<file path="src/rtl/core/irm_pkg.sv">
// Shared types and codes for the I2C register master.
package irm_pkg;

	localparam logic [15:0] HALF_PERIOD_RESET = 16'd100;

	// Sequencer phase codes
	localparam logic [4:0] PH_IDLE = 5'd0;
	localparam logic [4:0] PH_S1   = 5'd1;
	localparam logic [4:0] PH_S2   = 5'd2;
	localparam logic [4:0] PH_S3   = 5'd3;
	localparam logic [4:0] PH_WD   = 5'd4;
	localparam logic [4:0] PH_WH   = 5'd5;
	localparam logic [4:0] PH_WL   = 5'd6;
	localparam logic [4:0] PH_AR   = 5'd7;
	localparam logic [4:0] PH_AH   = 5'd8;
	localparam logic [4:0] PH_AS   = 5'd9;
	localparam logic [4:0] PH_RH   = 5'd10;
	localparam logic [4:0] PH_RL   = 5'd11;
	localparam logic [4:0] PH_KS   = 5'd12;
	localparam logic [4:0] PH_KH   = 5'd13;
	localparam logic [4:0] PH_KL   = 5'd14;
	localparam logic [4:0] PH_T1   = 5'd15;
	localparam logic [4:0] PH_T2   = 5'd16;
	localparam logic [4:0] PH_T3   = 5'd17;
	localparam logic [4:0] PH_DONE = 5'd18;

	// Which byte the write phases are sending
	localparam logic [1:0] KIND_ADDRW = 2'd0;
	localparam logic [1:0] KIND_REG   = 2'd1;
	localparam logic [1:0] KIND_ADDRR = 2'd2;
	localparam logic [1:0] KIND_DATA  = 2'd3;

	localparam logic [3:0] BITS_PER_BYTE = 4'd8;

	typedef struct packed {
		logic        start_req;
		logic        req_type;
		logic [6:0]  device_address;
		logic [7:0]  register_address;
		logic [15:0] byte_count;
		logic [7:0]  tx_byte;
		logic        sda_in;
	} req_t;

	typedef struct packed {
		logic       scl_out;
		logic       sda_out;
		logic       busy_res;
		logic       tx_take;
		logic       rx_valid;
		logic [7:0] rx_byte;
		logic       done_res;
		logic       success;
	} res_t;

endpackage

</file>
<file path="src/rtl/core/irm_core.sv">
// Bus sequencer state and its one-tick step logic.
module irm_core (
	input  logic               clk,
	input  logic               arst_n,
	input  logic               en,
	input  irm_pkg::req_t      req,
	input  logic [15:0]        half_period,
	output irm_pkg::res_t      res
);
	import irm_pkg::*;

	logic [4:0]  phase_q, phase_d;
	logic [15:0] wait_q, wait_d;
	logic [3:0]  bit_q, bit_d;
	logic [7:0]  shift_q, shift_d;
	logic [15:0] left_q, left_d;
	logic [6:0]  dev_q, dev_d;
	logic [7:0]  reg_q, reg_d;
	logic        rd_q, rd_d;
	logic        scl_q, scl_d;
	logic        sda_q, sda_d;
	logic        fail_q, fail_d;
	logic [1:0]  kind_q, kind_d;

	always_comb begin
		logic [7:0]  sh;
		logic [15:0] left_dec;
		logic [3:0]  bit_inc;
		phase_d = phase_q;
		wait_d  = wait_q;
		bit_d   = bit_q;
		shift_d = shift_q;
		left_d  = left_q;
		dev_d   = dev_q;
		reg_d   = reg_q;
		rd_d    = rd_q;
		scl_d   = scl_q;
		sda_d   = sda_q;
		fail_d  = fail_q;
		kind_d  = kind_q;
		res     = '0;
		sh       = shift_q;
		left_dec = (left_q != 16'd0) ? left_q - 16'd1 : left_q;
		bit_inc  = bit_q + 4'd1;

		if (phase_q != PH_IDLE && phase_q != PH_DONE && wait_q != 16'd0) begin
			wait_d = wait_q - 16'd1;
		end else begin
			// every phase change reloads the wait; idle and done overwrite it below
			wait_d = half_period;
			unique case (phase_q)
				PH_IDLE: begin
					wait_d = wait_q;
					if (req.start_req) begin
						dev_d   = req.device_address;
						reg_d   = req.register_address;
						rd_d    = req.req_type;
						left_d  = req.byte_count;
						fail_d  = 1'b0;
						kind_d  = KIND_ADDRW;
						sda_d   = 1'b1;
						scl_d   = 1'b1;
						phase_d = PH_S2;
						wait_d  = half_period;
					end
				end
				PH_S1: begin
					sda_d = 1'b1; scl_d = 1'b1; phase_d = PH_S2;
				end
				PH_S2: begin
					sda_d = 1'b0; phase_d = PH_S3;
				end
				PH_S3: begin
					scl_d = 1'b0; bit_d = 4'd0; phase_d = PH_WD;
				end
				PH_WD: begin
					if (bit_q == 4'd0) begin
						unique case (kind_q)
							KIND_ADDRW: sh = {dev_q, 1'b0};
							KIND_REG:   sh = reg_q;
							KIND_ADDRR: sh = {dev_q, 1'b1};
							default: begin
								sh = req.tx_byte;
								res.tx_take = 1'b1;
							end
						endcase
					end
					sda_d   = sh[7];
					shift_d = {sh[6:0], 1'b0};
					phase_d = PH_WH;
				end
				PH_WH: begin
					scl_d = 1'b1; phase_d = PH_WL;
				end
				PH_WL: begin
					scl_d   = 1'b0;
					bit_d   = bit_inc;
					phase_d = (bit_inc >= BITS_PER_BYTE) ? PH_AR : PH_WD;
				end
				PH_AR: begin
					sda_d = 1'b1; phase_d = PH_AH;
				end
				PH_AH: begin
					scl_d = 1'b1; phase_d = PH_AS;
				end
				PH_AS: begin
					scl_d = 1'b0;
					bit_d = 4'd0;
					priority if (req.sda_in) begin
						fail_d  = 1'b1;
						phase_d = PH_T1;
					end else if (kind_q == KIND_ADDRW) begin
						kind_d  = KIND_REG;
						phase_d = PH_WD;
					end else if (kind_q == KIND_REG) begin
						priority if (rd_q) begin
							kind_d  = KIND_ADDRR;
							phase_d = PH_S1;
						end else if (left_q == 16'd0) begin
							phase_d = PH_T1;
						end else begin
							kind_d  = KIND_DATA;
							phase_d = PH_WD;
						end
					end else if (kind_q == KIND_ADDRR) begin
						phase_d = (left_q == 16'd0) ? PH_T1 : PH_RH;
					end else begin
						left_d  = left_dec;
						phase_d = (left_dec == 16'd0) ? PH_T1 : PH_WD;
					end
				end
				PH_RH: begin
					sda_d = 1'b1; scl_d = 1'b1; phase_d = PH_RL;
				end
				PH_RL: begin
					sh      = {shift_q[6:0], req.sda_in};
					shift_d = sh;
					scl_d   = 1'b0;
					bit_d   = bit_inc;
					if (bit_inc >= BITS_PER_BYTE) begin
						res.rx_valid = 1'b1;
						res.rx_byte  = sh;
						phase_d      = PH_KS;
					end else begin
						phase_d = PH_RH;
					end
				end
				PH_KS: begin
					// ACK all bytes but the last
					sda_d   = (left_q > 16'd1) ? 1'b0 : 1'b1;
					phase_d = PH_KH;
				end
				PH_KH: begin
					scl_d = 1'b1; phase_d = PH_KL;
				end
				PH_KL: begin
					scl_d   = 1'b0;
					bit_d   = 4'd0;
					left_d  = left_dec;
					phase_d = (left_dec == 16'd0) ? PH_T1 : PH_RH;
				end
				PH_T1: begin
					sda_d = 1'b0; phase_d = PH_T2;
				end
				PH_T2: begin
					scl_d = 1'b1; phase_d = PH_T3;
				end
				PH_T3: begin
					sda_d = 1'b1; phase_d = PH_DONE;
				end
				PH_DONE: begin
					res.done_res = 1'b1;
					res.success  = ~fail_q;
					phase_d      = PH_IDLE;
					wait_d       = 16'd0;
				end
				default: begin
					phase_d = PH_IDLE;
					wait_d  = 16'd0;
				end
			endcase
		end

		res.scl_out  = scl_d;
		res.sda_out  = sda_d;
		res.busy_res = (phase_d != PH_IDLE);
	end

	always_ff @(posedge clk or negedge arst_n) begin
		if (!arst_n) begin
			phase_q <= PH_IDLE;
			wait_q  <= '0;
			bit_q   <= '0;
			shift_q <= '0;
			left_q  <= '0;
			dev_q   <= '0;
			reg_q   <= '0;
			rd_q    <= 1'b0;
			scl_q   <= 1'b1;
			sda_q   <= 1'b1;
			fail_q  <= 1'b0;
			kind_q  <= KIND_ADDRW;
		end else if (en) begin
			phase_q <= phase_d;
			wait_q  <= wait_d;
			bit_q   <= bit_d;
			shift_q <= shift_d;
			left_q  <= left_d;
			dev_q   <= dev_d;
			reg_q   <= reg_d;
			rd_q    <= rd_d;
			scl_q   <= scl_d;
			sda_q   <= sda_d;
			fail_q  <= fail_d;
			kind_q  <= kind_d;
		end
	end

	a_bit_range: assert property (@(posedge clk) disable iff (!arst_n)
		bit_q <= BITS_PER_BYTE)
		else $error("bit counter beyond one byte");

	a_idle_lines: assert property (@(posedge clk) disable iff (!arst_n)
		phase_q == PH_IDLE |-> scl_q && sda_q)
		else $error("lines not released in idle");

	a_wait_frozen: assert property (@(posedge clk) disable iff (!arst_n)
		!en |=> $stable(phase_q) && $stable(wait_q))
		else $error("sequencer moved without a tick");

endmodule

</file>
<file path="src/rtl/core/i2c_register_master.sv">
// Top level of the bit-banged I2C register master.
//
// Each transfer on the req channel is one timer tick: the sampled SDA level and,
// when start_req is set in idle, a register write or read request. Every tick
// yields exactly one transfer on the res channel with the SCL and SDA drives
// (1 released), busy, tx_take, a received byte with rx_valid, and done with
// success at the end of a transaction.
// A tick passes an input register, then one step of the bus sequencer into the
// result register, and one tick is taken every cycle while res is not stalled.
// Between line changes the sequencer counts half_period ticks; cfg_we loads
// half_period from cfg_wdata and the new value applies at the next line change.
// While res_stall is high the result holds and req_stall rises once the input
// register is full; nothing is dropped.
// Reset clears the valid bits of both registers, releases both lines in the
// sequencer, sets half_period to 100 and leaves the sequencer idle.
module i2c_register_master (
	input  logic           clk,
	input  logic           arst_n,
	input  logic           req_valid,
	output logic           req_stall,
	input  irm_pkg::req_t  req,
	output logic           res_valid,
	input  logic           res_stall,
	output irm_pkg::res_t  res,
	input  logic           cfg_we,
	input  logic [15:0]    cfg_wdata
);
	import irm_pkg::*;

	logic        valid_s1;
	req_t        req_s1;
	logic        adv;
	logic        take;
	logic [15:0] half_period_q;
	res_t        step_res;
	res_t        res_q;
	logic        res_valid_q;

	assign adv       = valid_s1 && (!res_valid_q || !res_stall);
	assign req_stall = valid_s1 && !adv;
	assign take      = req_valid && !req_stall;

	always_ff @(posedge clk or negedge arst_n) begin
		if (!arst_n) begin
			valid_s1 <= 1'b0;
		end else if (take) begin
			valid_s1 <= 1'b1;
		end else if (adv) begin
			valid_s1 <= 1'b0;
		end
	end

	always_ff @(posedge clk) begin
		if (take) begin
			req_s1 <= req;
		end
	end

	always_ff @(posedge clk or negedge arst_n) begin
		if (!arst_n) begin
			half_period_q <= HALF_PERIOD_RESET;
		end else if (cfg_we) begin
			half_period_q <= cfg_wdata;
		end
	end

	irm_core u_core (
		.clk         (clk),
		.arst_n      (arst_n),
		.en          (adv),
		.req         (req_s1),
		.half_period (half_period_q),
		.res         (step_res)
	);

	always_ff @(posedge clk or negedge arst_n) begin
		if (!arst_n) begin
			res_valid_q <= 1'b0;
		end else if (adv) begin
			res_valid_q <= 1'b1;
		end else if (!res_stall) begin
			res_valid_q <= 1'b0;
		end
	end

	always_ff @(posedge clk) begin
		if (adv) begin
			res_q <= step_res;
		end
	end

	assign res_valid = res_valid_q;
	assign res       = res_q;

	a_done_not_busy: assert property (@(posedge clk) disable iff (!arst_n)
		res_valid_q && res_q.done_res |-> !res_q.busy_res)
		else $error("done reported while still busy");

	a_success_with_done: assert property (@(posedge clk) disable iff (!arst_n)
		res_valid_q && res_q.success |-> res_q.done_res)
		else $error("success without done");

	a_take_rx_exclusive: assert property (@(posedge clk) disable iff (!arst_n)
		res_valid_q |-> !(res_q.tx_take && res_q.rx_valid))
		else $error("tx and rx byte in one tick");

	a_s1_hold: assert property (@(posedge clk) disable iff (!arst_n)
		valid_s1 && !adv |=> valid_s1 && $stable(req_s1))
		else $error("stalled tick lost from input register");

endmodule

</file>
<file path="config.mk">
export PLATFORM = sky130hd
export DESIGN_NAME = i2c_register_master
export DESIGN_NICKNAME = d
export VERILOG_FILES = /design/src/rtl/core/irm_pkg.sv /design/src/rtl/core/irm_core.sv /design/src/rtl/core/i2c_register_master.sv
export SDC_FILE = /design/constraint.sdc
export NUM_CORES = 1
export LEC_CHECK = 0
export BUFFER_PORTS_ARGS = -buffer_cell sky130_fd_sc_hd__buf_2
export CELL_PAD_IN_SITES_DETAIL_PLACEMENT = 1
export CELL_PAD_IN_SITES_GLOBAL_PLACEMENT = 2
export CORE_MARGIN = 5
export CORE_UTILIZATION = 41
export CTS_BUF_LIST = sky130_fd_sc_hd__clkbuf_4 sky130_fd_sc_hd__clkbuf_8 sky130_fd_sc_hd__clkbuf_16
export DETAILED_ROUTE_END_ITERATION = 8
export GPL_TIMING_DRIVEN = 0
export PLACE_DENSITY_LB_ADDON = 0.1
export SKIP_CTS_REPAIR_TIMING = 1
export SLEW_MARGIN = 10
export SYNTH_ARGS = -nofsm -noshare
export SYNTH_HDL_FRONTEND = slang
export SYNTH_SLANG_ARGS = --single-unit
</file>
<file path="constraint.sdc">
create_clock -name clk -period 5.8 [get_ports clk]
set_input_delay 1.16 -clock clk [delete_from_list [all_inputs] [get_ports clk]]
set_output_delay 1.16 -clock clk [all_outputs]
set_load 0.01 [all_outputs]
</file>
* Yosys cells after proc, flatten, opt, wreduce, memory -nomap -nowiden
Index checks and enable logic that the tools add are counted.
** Cells by class
- Reductions and logical operators :: 43
- Mux-type cells :: 52
- Bitwise operators :: 7
- Magnitude comparators :: 2
- Add/subtract/negate cells :: 3
- Equality and inequality tests :: 31
** Operators by type and width (number)
- $mux 16 :: 8
- $pmux 5 s18 :: 1
- $pmux 16 s3 :: 1
- $eq 5x4->1 const B :: 8
- $mux 5 :: 7
- $logic_not 16->1 :: 2
- $pmux 16 s2 :: 1
- $reduce_bool 16->1 :: 2
- $sub 16x1->16 const B :: 2
- $pmux 8 s3 :: 1
- $eq 5x3->1 const B :: 4
- $reduce_or 17->1 :: 1
- $gt 16x1->1 const B :: 1
- $mux 2 :: 8
- $pmux 8 s2 :: 1
- $eq 5x5->1 const B :: 3
- $mux 1 :: 12
- $ne 2x2->1 const B :: 6
- $reduce_or 3->1 :: 4
- $eq 5x2->1 const B :: 2
- $reduce_bool 5->1 :: 2
- $mux 3 :: 3
- $mux 9 :: 1
- $mux 4 :: 2
- other kinds (35) :: 55
** Storage, ports and cells
- Bits of input ports :: 63
- Output and inout bits :: 17
- Flip-flop bits (word level) :: 145

* Longest topological paths before layout
Gate-level depths: netlist (run 1).
- Word-level depth :: 11
- Gate-level depth with buffers :: 13
- Mapped depth without buffers :: 10

* By module
Synthesis (run 1) repeated with hierarchy kept, for this count alone.
** Unflattened totals
- Cell total of the unflattened synthesis :: 705
- Area total of the unflattened synthesis :: 7468.4 um2
** By module, submodules not included
- irm_core :: instances 1, cells each 606, area each 5017.3 um2, sequential area each 1754.2 um2
- i2c_register_master :: instances 1, cells each 99, area each 2451.1 um2, sequential area each 2165.8 um2

* Worst setup path before layout (run 1)
Ideal clock, no wire load.
- Path kind :: input -> register
- Start :: input port res_stall
- End :: register u_core.dev_q[5]
- Cell stages on the path :: 6
- Data required time :: 5.675 ns
- Setup slack :: 2.699 ns
- Setup time :: 0.125 ns
- Data arrival time :: 2.976 ns
- Cell sequence :: nand2_1 > nand2_1 > clkinv_1 > nand3_1 > clkbuf_1 > mux2_2
** On the way
- Word-level cells in the longest chain between the ends :: 4
** Ends and longest elaborated chain
- start: declaration :: line i2c_register_master.sv:23 : input logic res_stall,
- $logic_not 1->1
- $logic_or 1x1->1 :: line i2c_register_master.sv:39 : assign adv = valid_s1 && (!res_valid_q || !res_stall);
- $logic_and 1x1->1 :: line i2c_register_master.sv:39
- named net adv :: line i2c_register_master.sv:32 : logic adv;
- $reduce_and 4->1 (no line)
- end signal: assignment :: line irm_core.sv:209 : dev_q <= dev_d;
- end: declaration :: line irm_core.sv:17 : logic [6:0] dev_q, dev_d;
The timed path passes the listed nets, and every way through them passes these cells.
A chain may end at the register's enable or synchronous reset.

* Final worst setup path (run 1)
- Start :: input port res_stall
- End :: register u_core.left_q[15]
** On the way
- Word-level cells in the longest chain between the ends :: 4
** Ends and longest elaborated chain
- $logic_not 1->1
- $logic_or 1x1->1 :: line i2c_register_master.sv:39
- $logic_and 1x1->1 :: line i2c_register_master.sv:39
- named net adv :: line i2c_register_master.sv:32
- $reduce_and 8->1 (no line)
- end signal: assignment :: line irm_core.sv:208 : left_q <= left_d;
- end: declaration :: line irm_core.sv:16 : logic [15:0] left_q, left_d;
The timed path passes the listed nets, and every way through them passes these cells.

==> results.md, run 1 <==
* Commonest non-fill, non-tap cell in the layout: dfrtp_1
* I/O pin count at 80
* Type of origin of the critical path: input pin
* Tot Pwr at 3.911 mW
* Worst-Margin Slew at 1.087 ns
* CTS tree: built
* Vias in the first global route at 6309
* Core Footprint at 0.01730 mm²
* Fin crit share at 65.28%
* Multi-input logic area at 0.003008 mm²
* H-Tree Depth at 4
* Peak VDD IR at 0.0002617 V
* Layout Cells excl Fill at 1031
* Filler cells at 1950
* DRT Pass-1 Iters at 4
* WL/cell at 19.79 µm
* Maximum number of pins on one net before global-route repair at 50
* Final instance area at 0.008528 mm²
* First-pass GRT wire length at 33110 µm
* Worst EP required at 6.17 ns
* Synth warn at 0
* Initial antenna violation count at 0
* Min Tclk post-route at 3.786 ns
* Row cnt at 48
* FF+latch area at 0.003920 mm²
* Max_cap viols at 0
* Commonest cells after routing, fill and taps aside: dfrtp_1 (83), buf_2 (81), nor2_1 (67), o21ai_0 (61), edfxtp_1 (57)
* Main flop type after synthesis: dfrtp_1
* Seq cells post-synth at 145
* Placed Instances at 999
* Post-detail-place hpwl at 14880 µm
* Outcome: completed
* Cts bufs inserted at 17
* Seq/Total Area, Yosys at 54.19%
* Number of flops mapped to enable cells by yosys at 57
* Final hold vios at 0
* Post-Syn Nets at 762
* Port bufs at 78
* Leak Pwr at 3.377 nW
* DIE HEIGHT at 142.8 µm
* Clk_skew at 0.01573 ns
* RSZ-0062 raised after global routing: no
* Vias per cell at 5.602
* Worst setup path start: res_stall
* CTS Sinks at 145
* TNS Setup at 0 ns
* Buffer depth of the longest clock path at 2
* Antenna violation net count after detailed routing at 0
* Layout cells sized above 1 at 23.33%
* Fraction of registers with async set/reset at 60.69%
* Pins Over Slew Limit at 0
* Die area at 0.02040 mm²
* Synth Instances at 694
* Fmax at 264.1 MHz
* N_diodes at 0
* Nature of the critical path endpoint: flop
* Post-synth cell types at 78
* CTS root buf: clkbuf_16
* GRT Residual Overflow at 0
* Drt total wl at 20410 µm
* Hold wc startpoint: u_core.scl_q$_DFFE_PN1P_
* WP data arrival at 4.15 ns
* Reg2reg start: u_core.left_q[0]$_DFFE_PN0P_
* Synthesized cell area at 0.007234 mm²
* Starting Density at 41.83%
* Vias at 5776
* Count of final setup violators at 0
* Worst Hold Class: reg -> reg
* First DRT Iteration DRCs at 423
* Pwr dens at 458.6 mW/mm²
* Mean Syn Cell Area at 10.42 µm²
* Slew HR at 26.94%
* GPL Wtd Cong at 0.8534
* Skew-Pair Late Insertion Delay at 0.44 ns
* Max FO, Critical Path at 21
* Die width at 142.8 µm
* Area Growth Syn to Fin at 17.88%
* DRC at 0
* Worst-path clk slew at 0.07 ns
* GRT Total Usage at 20.86%
* Placed standard-cell area at 0.007958 mm²
* Nets@finish at 861
* Worst Setup Path Type: in -> reg
-- cells in the mapped netlist, types with 10 or more instances --
library cell / count / area share (%)
clkbuf_1: 29 / 1.5
edfxtp_1: 57 / 24
o21ai_1: 11 / 0.76
a22oi_1: 10 / 1.0
mux2i_1: 11 / 1.5
a21oi_1: 55 / 3.8
nor2_1: 67 / 3.5
and2_1: 11 / 0.95
nand2_1: 52 / 2.7
o21ai_0: 61 / 4.2
mux2_2: 33 / 5.1
nand3_1: 14 / 0.97
nor3_1: 28 / 1.9
nor4_1: 11 / 0.95
inv_1: 21 / 1.1
dfrtp_1: 83 / 29
-- final cells by class --
| type | count | share of cell area (%) |
|---|---|---|
| inverter | 22 | 0.9683 |
| timing repair buffer | 80 | 5.164 |
| clock inverter | 14 | 1.614 |
| multi-input combinational | 483 | 35.27 |
| sequential | 145 | 45.97 |
| buffer | 44 | 2.641 |
| tap | 225 | 3.301 |
| clock buffer | 18 | 5.076 |
-- kinds of logic (layout without fill, tap and decap cells) --
group | Yosys count | in the layout | synth area share, %
simple gates | 220 | 220 | 15.13
fa+ha+maj | 5 | 5 | 0.8648
xor+xnor | 5 | 5 | 0.6054
mux | 44 | 44 | 6.659
buf+inv | 66 | 178 | 4.255
flops | 145 | 145 | 54.19
compound gates | 209 | 209 | 18.30
-- worst max-delay path, cell delays in order --
cell	delay [ns]
buf_2	0.09
nand2_1	0.06
nand2_1	0.31
clkinv_1	0.70
o21ai_1	0.78
nor2_4	0.11
o211ai_2	0.13
clkbuf_1	0.49
o21ai_0	0.21
o21ai_1	0.10
-- registers in the layout, indices dropped and copies added, names as in the netlist, 5 cells and up --
register,flops
u_core.shift_q,8
req_s1,42
u_core.wait_q,16
res,15
u_core.left_q,16
half_period_q,16
u_core.reg_q,8
u_core.phase_q,5
u_core.dev_q,7
-- path summary, 6_finish.rpt --
kind	end	slack, ns	depth (start not counted)
max	u_core.left_q[15]$_DFFE_PN0P_	2.01	10
min	u_core.scl_q$_DFFE_PN1P_	0.48	2
max reg2reg	res[12]$_DFFE_PP_	2.23	11
min reg2reg	u_core.scl_q$_DFFE_PN1P_	0.48	2
max in group asynchronous	u_core.shift_q[2]$_DFFE_PN0P_	4.37	2
min in group asynchronous	half_period_q[8]$_DFFE_PN0P_	0.77	1
-- per-stage QoR --
step	worst slack, ns	hold slack, ns	util [%]
2_1_floorplan	2.699	0.4390	-
3_5_place_dp	1.510	0.4662	46.01
6_report	2.014	0.4750	49.31
3_3_place_gp	1.590	0.4510	45.71
4_1_cts	1.962	0.4807	49.31
5_1_grt	1.739	0.4920	49.31
-- power breakdown --
part / leakage [nW] / switching [mW] / internal (mW)
combinational: 1.47 / 0.806 / 0.497
sequential: 1.62 / 0.212 / 1.33
clock: 0.282 / 0.495 / 0.576
-- per-layer routing --
layer / GRT usage (%) / part of all wire, %
met1: 26.05 / 44
met2: 35.73 / 50
met3: 4.320 / 3.9
met4: 7.754 / 1.8
met5: 0 / 0
(Power assumes the default switching activity.)
==> run 2: changes to the inputs <==
- CORE_UTILIZATION: 41 -> 38
- clock period: 5.8 -> 3.75 ns (I/O delays scaled with it)
==> results.md, run 2 (synthesis results as in run 1) <==
* Outcome: completed (unchanged)
* Min Tclk post-route at 3.543 ns
* WL/cell at 19.44 µm (was 19.79 µm)
* Met1 Resource Use GR at 24.44% (was 26.05%)
* Worst-Margin Slew at 0.9582 ns (was 1.087 ns)
* Maximum number of pins on one net before global-route repair at 51 (was 50)
* Ordered cell list for the critical path: clkbuf_1, inv_1, ha_1, or3b_1, clkbuf_1, nor4_4, nor3b_1, xnor2_1, o2111ai_2, o21bai_2, a41oi_2, o211ai_1 (was buf_2, nand2_1, nand2_1, clkinv_1, o21ai_1, nor2_4, o211ai_2, clkbuf_1, o21ai_0, o21ai_1)
* Vias in the first global route at 6129 (was 6309)
* Max_cap viols at 0 (unchanged)
* Starting Density at 38.68% (was 41.83%)
* H-Tree Depth at 4 (unchanged)
* Count of final setup violators at 0 (unchanged)
* Clk_skew at 0.01570 ns (was 0.01573 ns)
* Met3 usage at 3.525% (was 4.320%)
* Leak Pwr at 3.384 nW (was 3.377 nW)
* GPL Wtd Cong at 0.9043 (was 0.8534)
* Worst Hold Class: in -> async (was reg -> reg)
* CTS root buf: clkbuf_16 (unchanged)
* RSZ-0062 raised after global routing: no (unchanged)
* Commonest cells after routing, fill and taps aside: dfrtp_1 (83), buf_2 (81), nor2_1 (67), o21ai_0 (61), edfxtp_1 (57) (unchanged)
* Type of origin of the critical path: flop (was input pin)
* Worst Setup Path Type: reg -> reg (was in -> reg)
* Skew-Pair Late Insertion Delay at 0.44 ns (about the same)
* Slew HR at 35.63% (was 26.94%)
* Final hold vios at 0 (unchanged)
* CTS Sinks at 145 (unchanged)
* FF-to-FF path depth at 12 (was 11)
* Worst EP required at 4.00 ns (was 6.17 ns)
* Port bufs at 78 (unchanged)
* DIE HEIGHT at 148.0 µm (was 142.8 µm)
* Pre-CTS WS at -0.2198 ns (was 1.510 ns)
* Setup ws final at 0.2066 ns (was 2.014 ns)
* Die area at 0.02190 mm² (was 0.02040 mm²)
* Pwr dens at 704.9 mW/mm² (was 458.6 mW/mm²)
* Layout cells sized above 1 at 23.70% (was 23.33%)
* Placed Instances at 1008 (was 999)
* Antenna violation net count after detailed routing at 0 (unchanged)
* Row cnt at 50 (was 48)
* Multi-input logic area at 0.003017 mm² (was 0.003008 mm²)
* Worst hold slack at 0.3045 ns (was 0.4750 ns)
* Filler cells at 2119 (was 1950)
* Busiest layer in global routing: met2 (unchanged)
* Vias per cell at 5.612 (was 5.602)
* WP data arrival at 3.79 ns (was 4.15 ns)
* First DRT Iteration DRCs at 434 (was 423)
* Worst Path Buf+Inv at 3 (unchanged)
* Slowest stage delay, CP at 0.55 ns (was 0.78 ns)
* FF+latch area at 0.003920 mm² (unchanged)
* Reg with most FFs: req_s1 (unchanged)
* GRT Total Usage at 19.09% (was 20.86%)
* Vias at 5836 (was 5776)
* N_diodes at 0 (unchanged)
* Post-detail-place hpwl at 14830 µm (was 14880 µm)
* Buffer depth of the longest clock path at 2 (unchanged)
* Nets@finish at 861 (unchanged)
* I/O pin count at 80 (unchanged)
* Commonest non-fill, non-tap cell in the layout: dfrtp_1 (unchanged)
* Largest register FFs at 42 (unchanged)
* CTS tree: built (unchanged)
* Initial antenna violation count at 0 (unchanged)
* Peak VDD IR at 0.0003451 V (was 0.0002617 V)
* CP max stage cell: nor4_4 (was o21ai_1)
* Top delay family on crit path: simple AND/OR/NAND/NOR gates (was buffers and inverters)
* GRT Residual Overflow at 0 (unchanged)
* Tot Pwr at 6.026 mW (was 3.911 mW)
* Die width at 148.0 µm (was 142.8 µm)
* Pins Over Slew Limit at 0 (unchanged)
* Drt total wl at 20220 µm (was 20410 µm)
* Max FO, Critical Path at 8 (was 21)
* Nature of the critical path endpoint: flop (unchanged)
* Area Growth Syn to Fin at 18.18% (was 17.88%)
* Fin crit share at 94.49%
* DRC at 0 (unchanged)
* Cts bufs inserted at 17 (unchanged)
* Core Footprint at 0.01871 mm² (was 0.01730 mm²)
* Met2 usage at 31.93% (was 35.73%)
* Worst-path clk slew at 0.07 ns (about the same)
* Layout Cells excl Fill at 1040 (was 1031)
* Fmax at 282.2 MHz
* DRT Pass-1 Iters at 5 (was 4)
* Reg2reg setup slack at 0.21 ns (was 2.23 ns)
* Most frequent CP cell: clkbuf_1
* End of the worst register-to-register path: res[12]$_DFFE_PP_ (unchanged)
* First-pass GRT wire length at 32880 µm (was 33110 µm)
* Reg2reg start: u_core.left_q[0]$_DFFE_PN0P_ (unchanged)
[run 2: report_power, final]
group | leakage, nW | switching [mW] | total, mW | internal (mW)
logic | 1.48 | 1.23 | 2.00 | 0.770
registers | 1.62 | 0.321 | 2.37 | 2.05
clock network | 0.282 | 0.768 | 1.66 | 0.889
total | 3.38 | 2.32 | 6.03 | 3.71
[run 2: worst register-to-register path, stage by stage (launching register included)]
cell and delay (ns):
dfrtp_1 0.39, clkbuf_1 0.18, inv_1 0.09, ha_1 0.30, or3b_1 0.37, clkbuf_1 0.21, nor4_4 0.55, nor3b_1 0.17
xnor2_1 0.22, o2111ai_2 0.18, o21bai_2 0.28, a41oi_2 0.20, o211ai_1 0.20
[run 2: how the worst max path moves through the flow]
stage | start | to | slack (ns) | cells past startpoint
after floorplan | u_core.left_q[0]$_DFFE_PN0P_ | res[12]$_DFFE_PP_ | 0.82 | 12
after global placement | res_stall | u_core.left_q[10]$_DFFE_PN0P_ | -0.05 | 9
after detailed placement | res_stall | u_core.left_q[15]$_DFFE_PN0P_ | -0.22 | 10
after CTS | u_core.left_q[0]$_DFFE_PN0P_ | res[12]$_DFFE_PP_ | 0.14 | 11
after global routing | u_core.left_q[0]$_DFFE_PN0P_ | res[12]$_DFFE_PP_ | 0.008 | 12
final | u_core.left_q[0]$_DFFE_PN0P_ | res[12]$_DFFE_PP_ | 0.21 | 12
[run 2: final cells by class]
class	count	area share [%]
plain buffers	44	2.649
flip-flops and latches	145	45.85
repair buffers	80	5.151
well taps	234	3.425
clock buffers	18	5.064
clock inverters	14	1.610
multi-input cells	483	35.28
inverters	22	0.9659
[run 2: through the flow]
step,instance area [µm²],setup TNS (ns),utilization (%)
after floorplan,7234,0,-
after global placement,7918,-0.1371,42.33
after detailed placement,7969,-2.460,42.60
after CTS,8539,0,45.65
after global routing,8549,0,45.71
final,8549,0,45.71
[run 2: routing by layer]
layer,part of all wire [%],vias up
met3,3.2,36
met5,0,-
li1,-,2756
met4,2.8,0
met2,49,118
met1,45,2926
==> run 3: changes to the inputs <==
--- a/config.mk
+++ b/config.mk
@@ -15,2 +15,3 @@
 export GPL_TIMING_DRIVEN = 0
+export MAX_ROUTING_LAYER = met4
 export PLACE_DENSITY_LB_ADDON = 0.1
--- a/constraint.sdc
+++ b/constraint.sdc
@@ -3,2 +3,2 @@
 set_output_delay 0.75 -clock clk [all_outputs]
-set_load 0.01 [all_outputs]
+set_load 0.05 [all_outputs]
==> results.md, run 3 (synthesis results as in run 1) <==
* Outcome: completed (unchanged)
* Commonest non-fill, non-tap cell in the layout: dfrtp_1 (unchanged)
* Filler cells at 2085 (was 2119)
* Gate power share at 33.7% (was 33.1%)
* First-pass GRT wire length at 33870 µm (was 32880 µm)
* Worst EP required at 4.09 ns (was 4.00 ns)
* Max FO, Critical Path at 10 (was 8)
* Pwr dens at 714.6 mW/mm² (was 704.9 mW/mm²)
* Buffer depth of the longest clock path at 2 (unchanged)
* Drt total wl at 20740 µm (was 20220 µm)
* First DRT Iteration DRCs at 384 (was 434)
* DIE HEIGHT at 148.0 µm (unchanged)
* Maximum number of pins on one net before global-route repair at 57 (was 51)
* Sw Ratio at 39.39% (was 38.45%)
* CTS root buf: clkbuf_16 (unchanged)
* Reg power frac at 38.7% (was 39.3%)
* Worst hold slack at 0.2655 ns (was 0.3045 ns)
* I/O pin count at 80 (unchanged)
* H-Tree Depth at 4 (unchanged)
* Worst Setup Path Type: reg -> reg (unchanged)
* DRC at 0 (unchanged)
* Layout cells sized above 1 at 23.57% (was 23.70%)
* GRT Residual Overflow at 0 (unchanged)
* Area Growth Syn to Fin at 18.44% (was 18.18%)
* Worst Hold Class: in -> async (unchanged)
* Core Footprint at 0.01871 mm² (unchanged)
* N_diodes at 0 (unchanged)
* Clock network fraction of total power at 27.6% (was 27.5%)
* Nets@finish at 861 (unchanged)
* Sw Pwr at 2.411 mW (was 2.317 mW)
* Count of final setup violators at 0 (unchanged)
* Fin crit share at 91.88% (was 94.49%)
* CTS Sinks at 145 (unchanged)
* Final hold vios at 0 (unchanged)
* Cts bufs inserted at 17 (unchanged)
* Pins Over Slew Limit at 0 (unchanged)
* Row cnt at 50 (unchanged)
* CTS tree: built (unchanged)
* Reg with most FFs: req_s1 (unchanged)
* Post-detail-place hpwl at 15100 µm (was 14830 µm)
* Leak Pwr at 3.382 nW (was 3.384 nW)
* Vias per cell at 5.668 (was 5.612)
* Internal Power at 3.711 mW (was 3.709 mW)
* Worst-path clk slew at 0.07 ns (about the same)
* DRT Pass-1 Iters at 4 (was 5)
* Largest register FFs at 42 (unchanged)
* Initial antenna violation count at 0 (unchanged)
* GPL Wtd Cong at 0.8920 (was 0.9043)
* Slew HR at 28.49% (was 35.63%)
* Fmax at 290.2 MHz (was 282.2 MHz)
* Reg2reg start: u_core.wait_q[0]$_DFFE_PN0P_ (was u_core.left_q[0]$_DFFE_PN0P_)
* Antenna violation net count after detailed routing at 0 (unchanged)
* Peak VDD IR at 0.0003179 V (was 0.0003451 V)
* WP data arrival at 3.79 ns (about the same)
* Vias at 5895 (was 5836)
* Die width at 148.0 µm (unchanged)
* Max_cap viols at 0 (unchanged)
* Commonest cells after routing, fill and taps aside: dfrtp_1 (83), buf_2 (81), nor2_1 (67), o21ai_0 (61), edfxtp_1 (57) (unchanged)
* TNS Setup at 0 ns (unchanged)
* Min Tclk post-route at 3.445 ns (was 3.543 ns)
* Clk_skew at 0.01613 ns (was 0.01570 ns)
* WL/cell at 19.94 µm (was 19.44 µm)
* GRT Total Usage at 20.16% (was 19.09%)
* Worst setup path start: u_core.wait_q[0]$_DFFE_PN0P_ (was u_core.left_q[0]$_DFFE_PN0P_)
* Type of origin of the critical path: flop (unchanged)
* Starting Density at 38.68% (unchanged)
* Die area at 0.02190 mm² (unchanged)
* Vias in the first global route at 6349 (was 6129)
* RSZ-0062 raised after global routing: no (unchanged)
* Port bufs at 78 (unchanged)
* Nature of the critical path endpoint: flop (unchanged)
* Skew-Pair Late Insertion Delay at 0.44 ns (about the same)
* Worst-Margin Slew at 1.064 ns (was 0.9582 ns)
run 3: cell count changes in the layout (fill, tap and decap cells not counted), sizes merged:
cell / delta
inv: -2
clkbuf: -1
clkinv: +2
clkinvlp: +1
run 3: worst max-delay path, stage by stage (launching register included):
cell	delay, ns
dfrtp_1	0.39
inv_1	0.09
ha_1	0.20
nor4b_2	0.32
nand3b_1	0.24
or3_1	0.43
buf_4	0.18
nand2_2	0.16
and2_0	0.43
clkbuf_1	0.48
nand2_1	0.21
o21ai_1	0.20
run 3: area by class of cell:
class	count	area, µm²	area share [%]
Timing Repair Buffer	80	440.4	5.140
Clock inverter	15	165.2	1.928
Tap cell	234	292.8	3.417
Sequential cell	145	3920	45.75
Multi-Input combinational cell	483	3017	35.21
Inverter	22	82.58	0.9638
Clock buffer	17	425.4	4.965
Buffer	44	225.2	2.629
run 3: power groups by stage:
stage	combinational [mW]	clock, mW	sequential, mW
5_1_grt	2.30	1.80	2.42
2_1_floorplan	1.44	0	2.35
4_1_cts	2.07	1.72	2.37
3_3_place_gp	1.99	0	2.37
3_5_place_dp	2.06	0	2.39
6_report	2.06	1.69	2.37
run 3: worst paths after layout:
kind                                                  to  slack, ns  depth (start not counted)
min in group clk                u_core.scl_q$_DFFE_PN1P_       0.47                          2
max in group asynchronous  u_core.phase_q[4]$_DFFE_PN0P_       2.79                          2
hold / removal              half_period_q[7]$_DFFE_PN0P_       0.27                          1
setup / recovery           u_core.phase_q[2]$_DFFE_PN0P_       0.30                         11
setup reg to reg           u_core.phase_q[2]$_DFFE_PN0P_       0.30                         11
hold reg to reg                 u_core.scl_q$_DFFE_PN1P_       0.47                          2
run 3: layer usage:
metal	vias to the layer above	track usage (%)	part of all wire [%]
li1	2758	-	-
met1	2967	25.07	46
met2	132	33.16	48
met3	38	4.445	3.2
met4	0	5.958	2.5
met5	-	-	0
run 3: stage by stage:
step / utilization (%) / cells / instance area [µm²] / power (mW) / worst slack [ns]
after floorplan: - / 694 / 7234 / 3.790 / 0.8231
after global placement: 42.33 / 1006 / 7918 / 4.361 / -0.06994
after detailed placement: 42.60 / 1008 / 7969 / 4.452 / -0.1585
after CTS: 45.76 / 1040 / 8559 / 6.168 / 0.1403
after global routing: 45.81 / 1040 / 8568 / 6.527 / 0.03756
final: 45.81 / 1040 / 8568 / 6.123 / 0.3045
